==> src/rtl/crfp_pkg.sv <==
// ----------------------------------------------------------------------------
// crfp_pkg
// Types, codes and constants shared by the camera reply frame parser.
// ----------------------------------------------------------------------------
package crfp_pkg;

  localparam int unsigned BYTE_W    = 8;
  localparam int unsigned COUNT_W   = 5;
  localparam int unsigned KEPT      = 6;
  localparam int unsigned KEPT_IDX_W = 3;
  localparam int unsigned POS_W     = 16;

  localparam logic [BYTE_W-1:0]  TERM_BYTE = 8'hFF;
  localparam logic [COUNT_W-1:0] COUNT_MAX = 5'd31;

  // Upper nibbles of header and message bytes
  localparam logic [3:0] HDR_NIB_A   = 4'h9;
  localparam logic [3:0] HDR_NIB_B   = 4'hA;
  localparam logic [3:0] MSG_NIB_ACK = 4'h4;
  localparam logic [3:0] MSG_NIB_DONE = 4'h5;
  localparam logic [3:0] MSG_NIB_ERR = 4'h6;

  typedef enum logic [1:0] {
    KIND_ACK  = 2'd0,
    KIND_DONE = 2'd1,
    KIND_ERR  = 2'd2,
    KIND_UNK  = 2'd3
  } kind_t;

  // Snapshot of a terminated frame, as seen by the decoder
  typedef struct packed {
    logic [BYTE_W-1:0] b0;
    logic [BYTE_W-1:0] b1;
    logic [BYTE_W-1:0] b2;
    logic [BYTE_W-1:0] b3;
    logic [BYTE_W-1:0] b4;
    logic [BYTE_W-1:0] b5;
    logic              len_ge3;
    logic              len_ge4;
    logic              len_ge7;
  } frame_t;

  typedef struct packed {
    logic              frame_ok;
    kind_t             reply_kind;
    logic [3:0]        socket_num;
    logic [BYTE_W-1:0] err_code;
    logic [POS_W-1:0]  lens_position;
    logic [BYTE_W-1:0] power_state;
  } result_t;

endpackage

==> src/rtl/crfp_collect.sv <==
// ----------------------------------------------------------------------------
// crfp_collect
// Byte counter and store for the first six bytes of the current frame.
// ----------------------------------------------------------------------------
module crfp_collect (
  input  logic                       clk,
  input  logic                       rst_n,
  input  logic                       byte_fire,
  input  logic [crfp_pkg::BYTE_W-1:0] rx_byte,
  output logic                       term_fire,
  output crfp_pkg::frame_t           frame
);

  logic [crfp_pkg::COUNT_W-1:0] count_r;
  logic [crfp_pkg::COUNT_W-1:0] count_nxt;
  logic [crfp_pkg::BYTE_W-1:0]  bytes_r [crfp_pkg::KEPT];
  logic                         is_term;
  logic                         store_en;

  assign is_term   = (rx_byte == crfp_pkg::TERM_BYTE);
  assign term_fire = byte_fire && is_term;
  assign store_en  = byte_fire && !is_term &&
                     (count_r < crfp_pkg::COUNT_W'(crfp_pkg::KEPT));

  always_comb begin
    count_nxt = count_r;
    if (byte_fire) begin
      if (is_term) begin
        count_nxt = '0;
      end else if (count_r != crfp_pkg::COUNT_MAX) begin
        count_nxt = count_r + 1'b1;
      end
    end
  end

  always_ff @(posedge clk) begin
    if (!rst_n) begin
      count_r <= '0;
    end else begin
      count_r <= count_nxt;
    end
  end

  // Payload store, guarded by the length flags on read
  always_ff @(posedge clk) begin
    if (store_en) begin
      bytes_r[count_r[crfp_pkg::KEPT_IDX_W-1:0]] <= rx_byte;
    end
  end

  // Frame length counts the terminator: L >= n means count >= n - 1
  always_comb begin
    frame.b0      = bytes_r[0];
    frame.b1      = bytes_r[1];
    frame.b2      = bytes_r[2];
    frame.b3      = bytes_r[3];
    frame.b4      = bytes_r[4];
    frame.b5      = bytes_r[5];
    frame.len_ge3 = (count_r >= crfp_pkg::COUNT_W'(2));
    frame.len_ge4 = (count_r >= crfp_pkg::COUNT_W'(3));
    frame.len_ge7 = (count_r >= crfp_pkg::COUNT_W'(6));
  end

endmodule

==> src/rtl/crfp_decode.sv <==
// ----------------------------------------------------------------------------
// crfp_decode
// Header check, reply classification and sticky kind, socket and error state.
// ----------------------------------------------------------------------------
module crfp_decode (
  input  logic              clk,
  input  logic              rst_n,
  input  logic              term_fire,
  input  crfp_pkg::frame_t  frame,
  output crfp_pkg::result_t result
);

  crfp_pkg::kind_t   kind_r;
  crfp_pkg::kind_t   kind_nxt;
  logic [3:0]        socket_r;
  logic [3:0]        socket_nxt;
  logic [crfp_pkg::BYTE_W-1:0] error_r;
  logic [crfp_pkg::BYTE_W-1:0] error_nxt;
  logic              hdr_ok;
  logic              ok;
  logic [crfp_pkg::POS_W-1:0]  pos;

  assign hdr_ok = (frame.b0[7:4] == crfp_pkg::HDR_NIB_A) ||
                  (frame.b0[7:4] == crfp_pkg::HDR_NIB_B);
  assign ok     = frame.len_ge3 && hdr_ok;

  always_comb begin
    kind_nxt   = kind_r;
    socket_nxt = socket_r;
    error_nxt  = error_r;
    if (ok) begin
      unique case (frame.b1[7:4])
        crfp_pkg::MSG_NIB_ACK: begin
          kind_nxt   = crfp_pkg::KIND_ACK;
          socket_nxt = frame.b1[3:0];
        end
        crfp_pkg::MSG_NIB_DONE: begin
          kind_nxt   = crfp_pkg::KIND_DONE;
          socket_nxt = frame.b1[3:0];
        end
        crfp_pkg::MSG_NIB_ERR: begin
          kind_nxt   = crfp_pkg::KIND_ERR;
          socket_nxt = frame.b1[3:0];
          if (frame.len_ge4) begin
            error_nxt = frame.b2;
          end
        end
        default: begin
          kind_nxt = crfp_pkg::KIND_UNK;
        end
      endcase
    end
  end

  always_ff @(posedge clk) begin
    if (!rst_n) begin
      kind_r   <= crfp_pkg::KIND_UNK;
      socket_r <= '0;
      error_r  <= '0;
    end else if (term_fire) begin
      kind_r   <= kind_nxt;
      socket_r <= socket_nxt;
      error_r  <= error_nxt;
    end
  end

  // Position is the 16-bit OR of b2[3:0] << 12, b3 << 8, b4 << 4 and b5
  assign pos = {frame.b2[3:0], 12'h000} |
               {frame.b3, 8'h00} |
               {4'h0, frame.b4, 4'h0} |
               {8'h00, frame.b5};

  always_comb begin
    result.frame_ok      = ok;
    result.reply_kind    = kind_nxt;
    result.socket_num    = socket_nxt;
    result.err_code      = error_nxt;
    result.lens_position = frame.len_ge7 ? pos : '0;
    result.power_state   = frame.len_ge4 ? frame.b2 : '0;
  end

endmodule

==> src/rtl/crfp_skid.sv <==
// ----------------------------------------------------------------------------
// crfp_skid
// Result register with one skid entry, so the input side runs on under stall.
// ----------------------------------------------------------------------------
module crfp_skid (
  input  logic              clk,
  input  logic              rst_n,
  input  logic              push,
  input  crfp_pkg::result_t push_data,
  output logic              space,
  output logic              out_valid,
  input  logic              out_ready,
  output crfp_pkg::result_t out_data
);

  logic              out_valid_r;
  crfp_pkg::result_t out_data_r;
  logic              skid_valid_r;
  crfp_pkg::result_t skid_data_r;
  logic              drain;

  assign drain     = out_ready || !out_valid_r;
  assign space     = !skid_valid_r;
  assign out_valid = out_valid_r;
  assign out_data  = out_data_r;

  always_ff @(posedge clk) begin
    if (!rst_n) begin
      out_valid_r  <= 1'b0;
      skid_valid_r <= 1'b0;
    end else if (drain) begin
      if (skid_valid_r) begin
        out_valid_r  <= 1'b1;
        skid_valid_r <= 1'b0;
      end else begin
        out_valid_r  <= push;
      end
    end else if (push) begin
      skid_valid_r <= 1'b1;
    end
  end

  always_ff @(posedge clk) begin
    if (drain) begin
      if (skid_valid_r) begin
        out_data_r <= skid_data_r;
      end else if (push) begin
        out_data_r <= push_data;
      end
    end else if (push) begin
      skid_data_r <= push_data;
    end
  end

endmodule

==> src/rtl/camera_reply_frame_parser.sv <==
// ----------------------------------------------------------------------------
// camera_reply_frame_parser
// Parses camera control reply frames byte by byte and gives one result per
// 0xFF terminator.
// ----------------------------------------------------------------------------
//
//   channel  | direction | tdata                        | tuser
//   ---------+-----------+------------------------------+---------------------
//   in_      | slave     | [7:0] rx_byte                | -
//   out_     | master    | socket, error, position, pwr | frame_ok, reply_kind
//
// One byte is taken in every cycle while in_tready is high. A terminator's
// result is registered and appears on the out_ side in the cycle after the
// byte is accepted when the output register is empty or drains in that
// cycle; otherwise it waits in the skid entry. Other bytes give no result.
// in_tready is set by the skid entry of the result register: it falls only
// when a result is held in the output register and a second one is waiting.
// Reset (rst_n low, synchronous) clears the byte count, the sticky state
// (reply kind unknown, socket and error zero) and both result entries.
//
module camera_reply_frame_parser (
  input  logic        clk,
  input  logic        rst_n,

  input  logic        in_tvalid,
  output logic        in_tready,
  input  logic [7:0]  in_tdata,   // [7:0] rx_byte

  output logic        out_tvalid,
  input  logic        out_tready,
  output logic [39:0] out_tdata,  // [3:0] socket_num, [11:4] err_code,
                                  // [27:12] lens_position,
                                  // [35:28] power_state, [39:36] zero
  output logic [2:0]  out_tuser   // [0] frame_ok, [2:1] reply_kind
);

  logic              byte_fire;
  logic              term_fire;
  logic              space;
  crfp_pkg::frame_t  frame;
  crfp_pkg::result_t result;
  crfp_pkg::result_t out_res;

  // Accept a byte whenever the skid entry is free
  assign in_tready = space;
  assign byte_fire = in_tvalid && in_tready;

  // Count and hold the first six bytes of the running frame
  crfp_collect u_collect (
    .clk       (clk),
    .rst_n     (rst_n),
    .byte_fire (byte_fire),
    .rx_byte   (in_tdata),
    .term_fire (term_fire),
    .frame     (frame)
  );

  // Check header and length, classify, advance the sticky fields
  crfp_decode u_decode (
    .clk       (clk),
    .rst_n     (rst_n),
    .term_fire (term_fire),
    .frame     (frame),
    .result    (result)
  );

  // Hold the result until the downstream side takes it
  crfp_skid u_skid (
    .clk       (clk),
    .rst_n     (rst_n),
    .push      (term_fire),
    .push_data (result),
    .space     (space),
    .out_valid (out_tvalid),
    .out_ready (out_tready),
    .out_data  (out_res)
  );

  assign out_tdata = {4'h0, out_res.power_state, out_res.lens_position,
                      out_res.err_code, out_res.socket_num};
  assign out_tuser = {out_res.reply_kind, out_res.frame_ok};

endmodule
==> config.mk <==
export PLATFORM = sky130hd
export DESIGN_NAME = camera_reply_frame_parser
export DESIGN_NICKNAME = d
export VERILOG_FILES = /design/src/rtl/crfp_pkg.sv /design/src/rtl/crfp_collect.sv /design/src/rtl/crfp_decode.sv /design/src/rtl/crfp_skid.sv /design/src/rtl/camera_reply_frame_parser.sv
export SDC_FILE = /design/constraint.sdc
export NUM_CORES = 1
export LEC_CHECK = 0
export BUFFER_PORTS_ARGS = -buffer_cell sky130_fd_sc_hd__clkbuf_2
export CAP_MARGIN = 10
export CORE_MARGIN = 5
export CORE_UTILIZATION = 45
export CTS_CLUSTER_SIZE = 16
export DETAILED_ROUTE_END_ITERATION = 16
export PLACE_DENSITY = 0.71
export SYNTH_ARGS = -nofsm -noshare
export SYNTH_HDL_FRONTEND = slang
export SYNTH_SLANG_ARGS = --single-unit
==> constraint.sdc <==
create_clock -name clk -period 3.26 [get_ports clk]
set_input_delay 0.163 -clock clk [delete_from_list [all_inputs] [get_ports clk]]
set_output_delay 0.163 -clock clk [all_outputs]
set_load 0.03 [all_outputs]
==> metrics.txt <==
commonest non-fill, non-tap cells in the layout edfxtp_1, nand2_1, nor2_1; I/O Buffers 52; syn_area_per_cell 13.4 µm²; vias in the first global route 3469; initial antenna violation count 0; Total Routing Usage GR 0.153; CTS Sinks 143; final count of negative-setup-slack endpoints 0; Yosys warning count 0; postcts setup bufs 0; Fmax achieved 0.446 GHz; Tmin final 2.24 ns; CTS tree yes; Skew-Pair Late Insertion Delay 0.41 ns; Worst Max-Slew Pin Slew 1.09 ns; initial DRC count 261; DR WL/cell 16.3 µm; Yosys reg bits 143; layout cell share with drive strength beyond 1 0.233; Slew headroom 0.271; pin count of the biggest net entering global routing 40; grt total ovfl 0; worst setup path endpoint u_collect.bytes_r[5][7]; Die H 123 µm; CP Capture Type flip-flop; Final Total Pwr 0.00442 W; CTS max path bufs 2; via/cell ratio 5.26; diodes inserted 0; Fin Setup TNS 0 ns; cells after synthesis 426; Final Slew Violations 0; post-DP HPWL 7290 µm; first-pass GRT wire length 17500 µm; Chip Width 123 µm; Data arrival, critical path 2.28 ns; Worst R2R Setup Slack 1.02 ns; root buf cell clkbuf_16; Synth cell types 44; clock-pin slew on the worst setup and hold paths 0.06 ns; max-cap viol count 0; commonest non-fill, non-tap cell in the layout edfxtp_1; Reg2Reg Depth 5; Util after Layout 0.550; Min-Delay Path Class input port to flip-flop; Vias 3520; final wirelength 10900 µm; Critical R2R Launch u_collect.count_r[3]; Syn Std Cell Area 5710 µm²; Num CTS Buffers 17; crit path launch u_collect.count_r[3]; CTS resizes 0; status finished, final reports clean; critical path class flip-flop to flip-flop; 1st-pass router iterations 5; Seq/Total Area, Yosys 0.715; H-tree depth 4; Filler Cells Inserted 1029; antenna violation net count after detailed routing 0; CTS Hold Bufs 0; final net count 499; Area growth syn-to-layout 20.4%; Power Density 643 nW/µm²; worst clock skew 0.00787 ns; RSZ-0062 raised after global routing false; Final Wtd Congestion 0.858; FF-to-FF End u_collect.bytes_r[5][7]; core area 12500 µm²; initial core utilization 0.456; Row Count 41; Tcrit/Tclk final 0.688; Final Hold Violating Endpoints 0; worst vdd ir 0.000323 V; crit start category flip-flop; critical path peak fanout 30; Worst Path Required 3.30 ns; die area 15000 µm²; Static Leakage 2.62 nW; io pins 57; DRC errors left 0
-- per-layer routing --
metal / share of wire / global-route usage / vias up / wire (µm)
li1: - / - / 1669 / -
met1: 0.43 / 0.192 / 1714 / 4640
met2: 0.49 / 0.254 / 113 / 5370
met3: 0.060 / 0.0410 / 24 / 650
met4: 0.020 / 0.0588 / 0 / 219
met5: 0 / 0 / - / 0
-- synthesized netlist by cell type, drive strengths merged --
| master | instances | share of area |
|---|---|---|
| a21boi | 1 | 0.0013 |
| o21ai | 20 | 0.018 |
| buf | 11 | 0.011 |
| xor2 | 1 | 0.0015 |
| a21oi | 8 | 0.0070 |
| and4 | 2 | 0.0031 |
| ha | 3 | 0.0066 |
| mux2 | 10 | 0.024 |
| nand3b | 1 | 0.0013 |
| nand3 | 16 | 0.014 |
| and3 | 2 | 0.0022 |
| clkbuf | 10 | 0.0066 |
| nand2b | 5 | 0.0055 |
| nand2 | 56 | 0.037 |
| a31oi | 12 | 0.013 |
| conb | 1 | 0.00066 |
| nor2b | 8 | 0.0088 |
| nor2 | 55 | 0.036 |
| and4bb | 1 | 0.0022 |
| inv | 6 | 0.0039 |
| edfxtp | 122 | 0.64 |
| or4 | 2 | 0.0033 |
| o31ai | 17 | 0.022 |
| a21o | 1 | 0.0013 |
| and2 | 8 | 0.011 |
| dfxtp | 21 | 0.074 |
| nor3 | 5 | 0.0072 |
| or2 | 3 | 0.0037 |
| o21a | 1 | 0.0013 |
| o311ai | 3 | 0.0077 |
| mux2i | 12 | 0.021 |
| a211oi | 2 | 0.0026 |
-- flip-flops by register name, indices dropped and copies added (netlist names) --
name / count
u_collect.bytes_r: 44
u_collect.count_r: 5
u_decode.error_r: 8
u_decode.kind_r: 2
u_decode.socket_r: 4
u_skid.out_data: 39
u_skid.out_valid: 1
u_skid.skid_data_r: 39
u_skid.skid_valid_r: 1
-- report_power, final --
part           internal [W]  switching [W]
Sequential          0.00198      0.0000105
Combinational     0.0000237      0.0000557
Clock               0.00161       0.000744
-- per-stage QoR --
stage          hold slack [ns]  cell area, µm²  std cells  setup slack [ns]
5_1_grt                 0.0233            6880        669             0.873
3_5_place_dp             0.442            6150        637             0.960
3_3_place_gp             0.438            6150        637              1.02
2_1_floorplan            0.262            5720        429             0.189
4_1_cts                 0.0128            6880        669             0.997
6_report                0.0336            6880        669              1.02
-- final cells by class --
cell class	instances	area (µm²)	share of cell area
Clock buffer	17	425	0.0618
Inverter	6	22.5	0.00327
Timing Repair Buffer	57	298	0.0433
Sequential cell	143	4080	0.594
Multi-Input combinational cell	259	1530	0.222
Clock inverter	15	304	0.0442
Tap cell	172	215	0.0313
-- worst min-delay path by stage --
stage                     start                       to  slack, ns  depth (start not counted)
detailed placement  in_tdata[3]  u_collect.bytes_r[3][3]       0.44                          1
finish              in_tdata[3]  u_collect.bytes_r[1][3]       0.03                          1
floorplan           in_tdata[4]  u_collect.bytes_r[0][4]       0.26                          0
global route        in_tdata[3]  u_collect.bytes_r[2][3]       0.02                          1
CTS                 in_tdata[3]  u_collect.bytes_r[2][3]       0.01                          1
global placement    in_tdata[3]  u_collect.bytes_r[3][3]       0.44                          1
-- critical path, stage by stage (launching register included) --
cell and delay [ns]:
dfxtp_1 0.34, or2_2 0.35, a21oi_2 0.11, buf_4 0.30, nand3_1 0.17, nor2_1 0.59
-- cell families (layout without fill, tap and decap cells) --
family                     Yosys count  in the layout  share of synthesized area
muxes                               22             22                     0.0447
AOI/OAI and AO/OA                   65             65                     0.0749
DFF                                143            143                      0.715
adders and majority gates            3              3                    0.00657
and+or+nand+nor                    164            164                      0.136
buffers and inverters               27             95                     0.0212
xor gates and xnor gates             1              1                    0.00153
other                                1              4                   0.000656
Power figures use the tool's default switching activity.
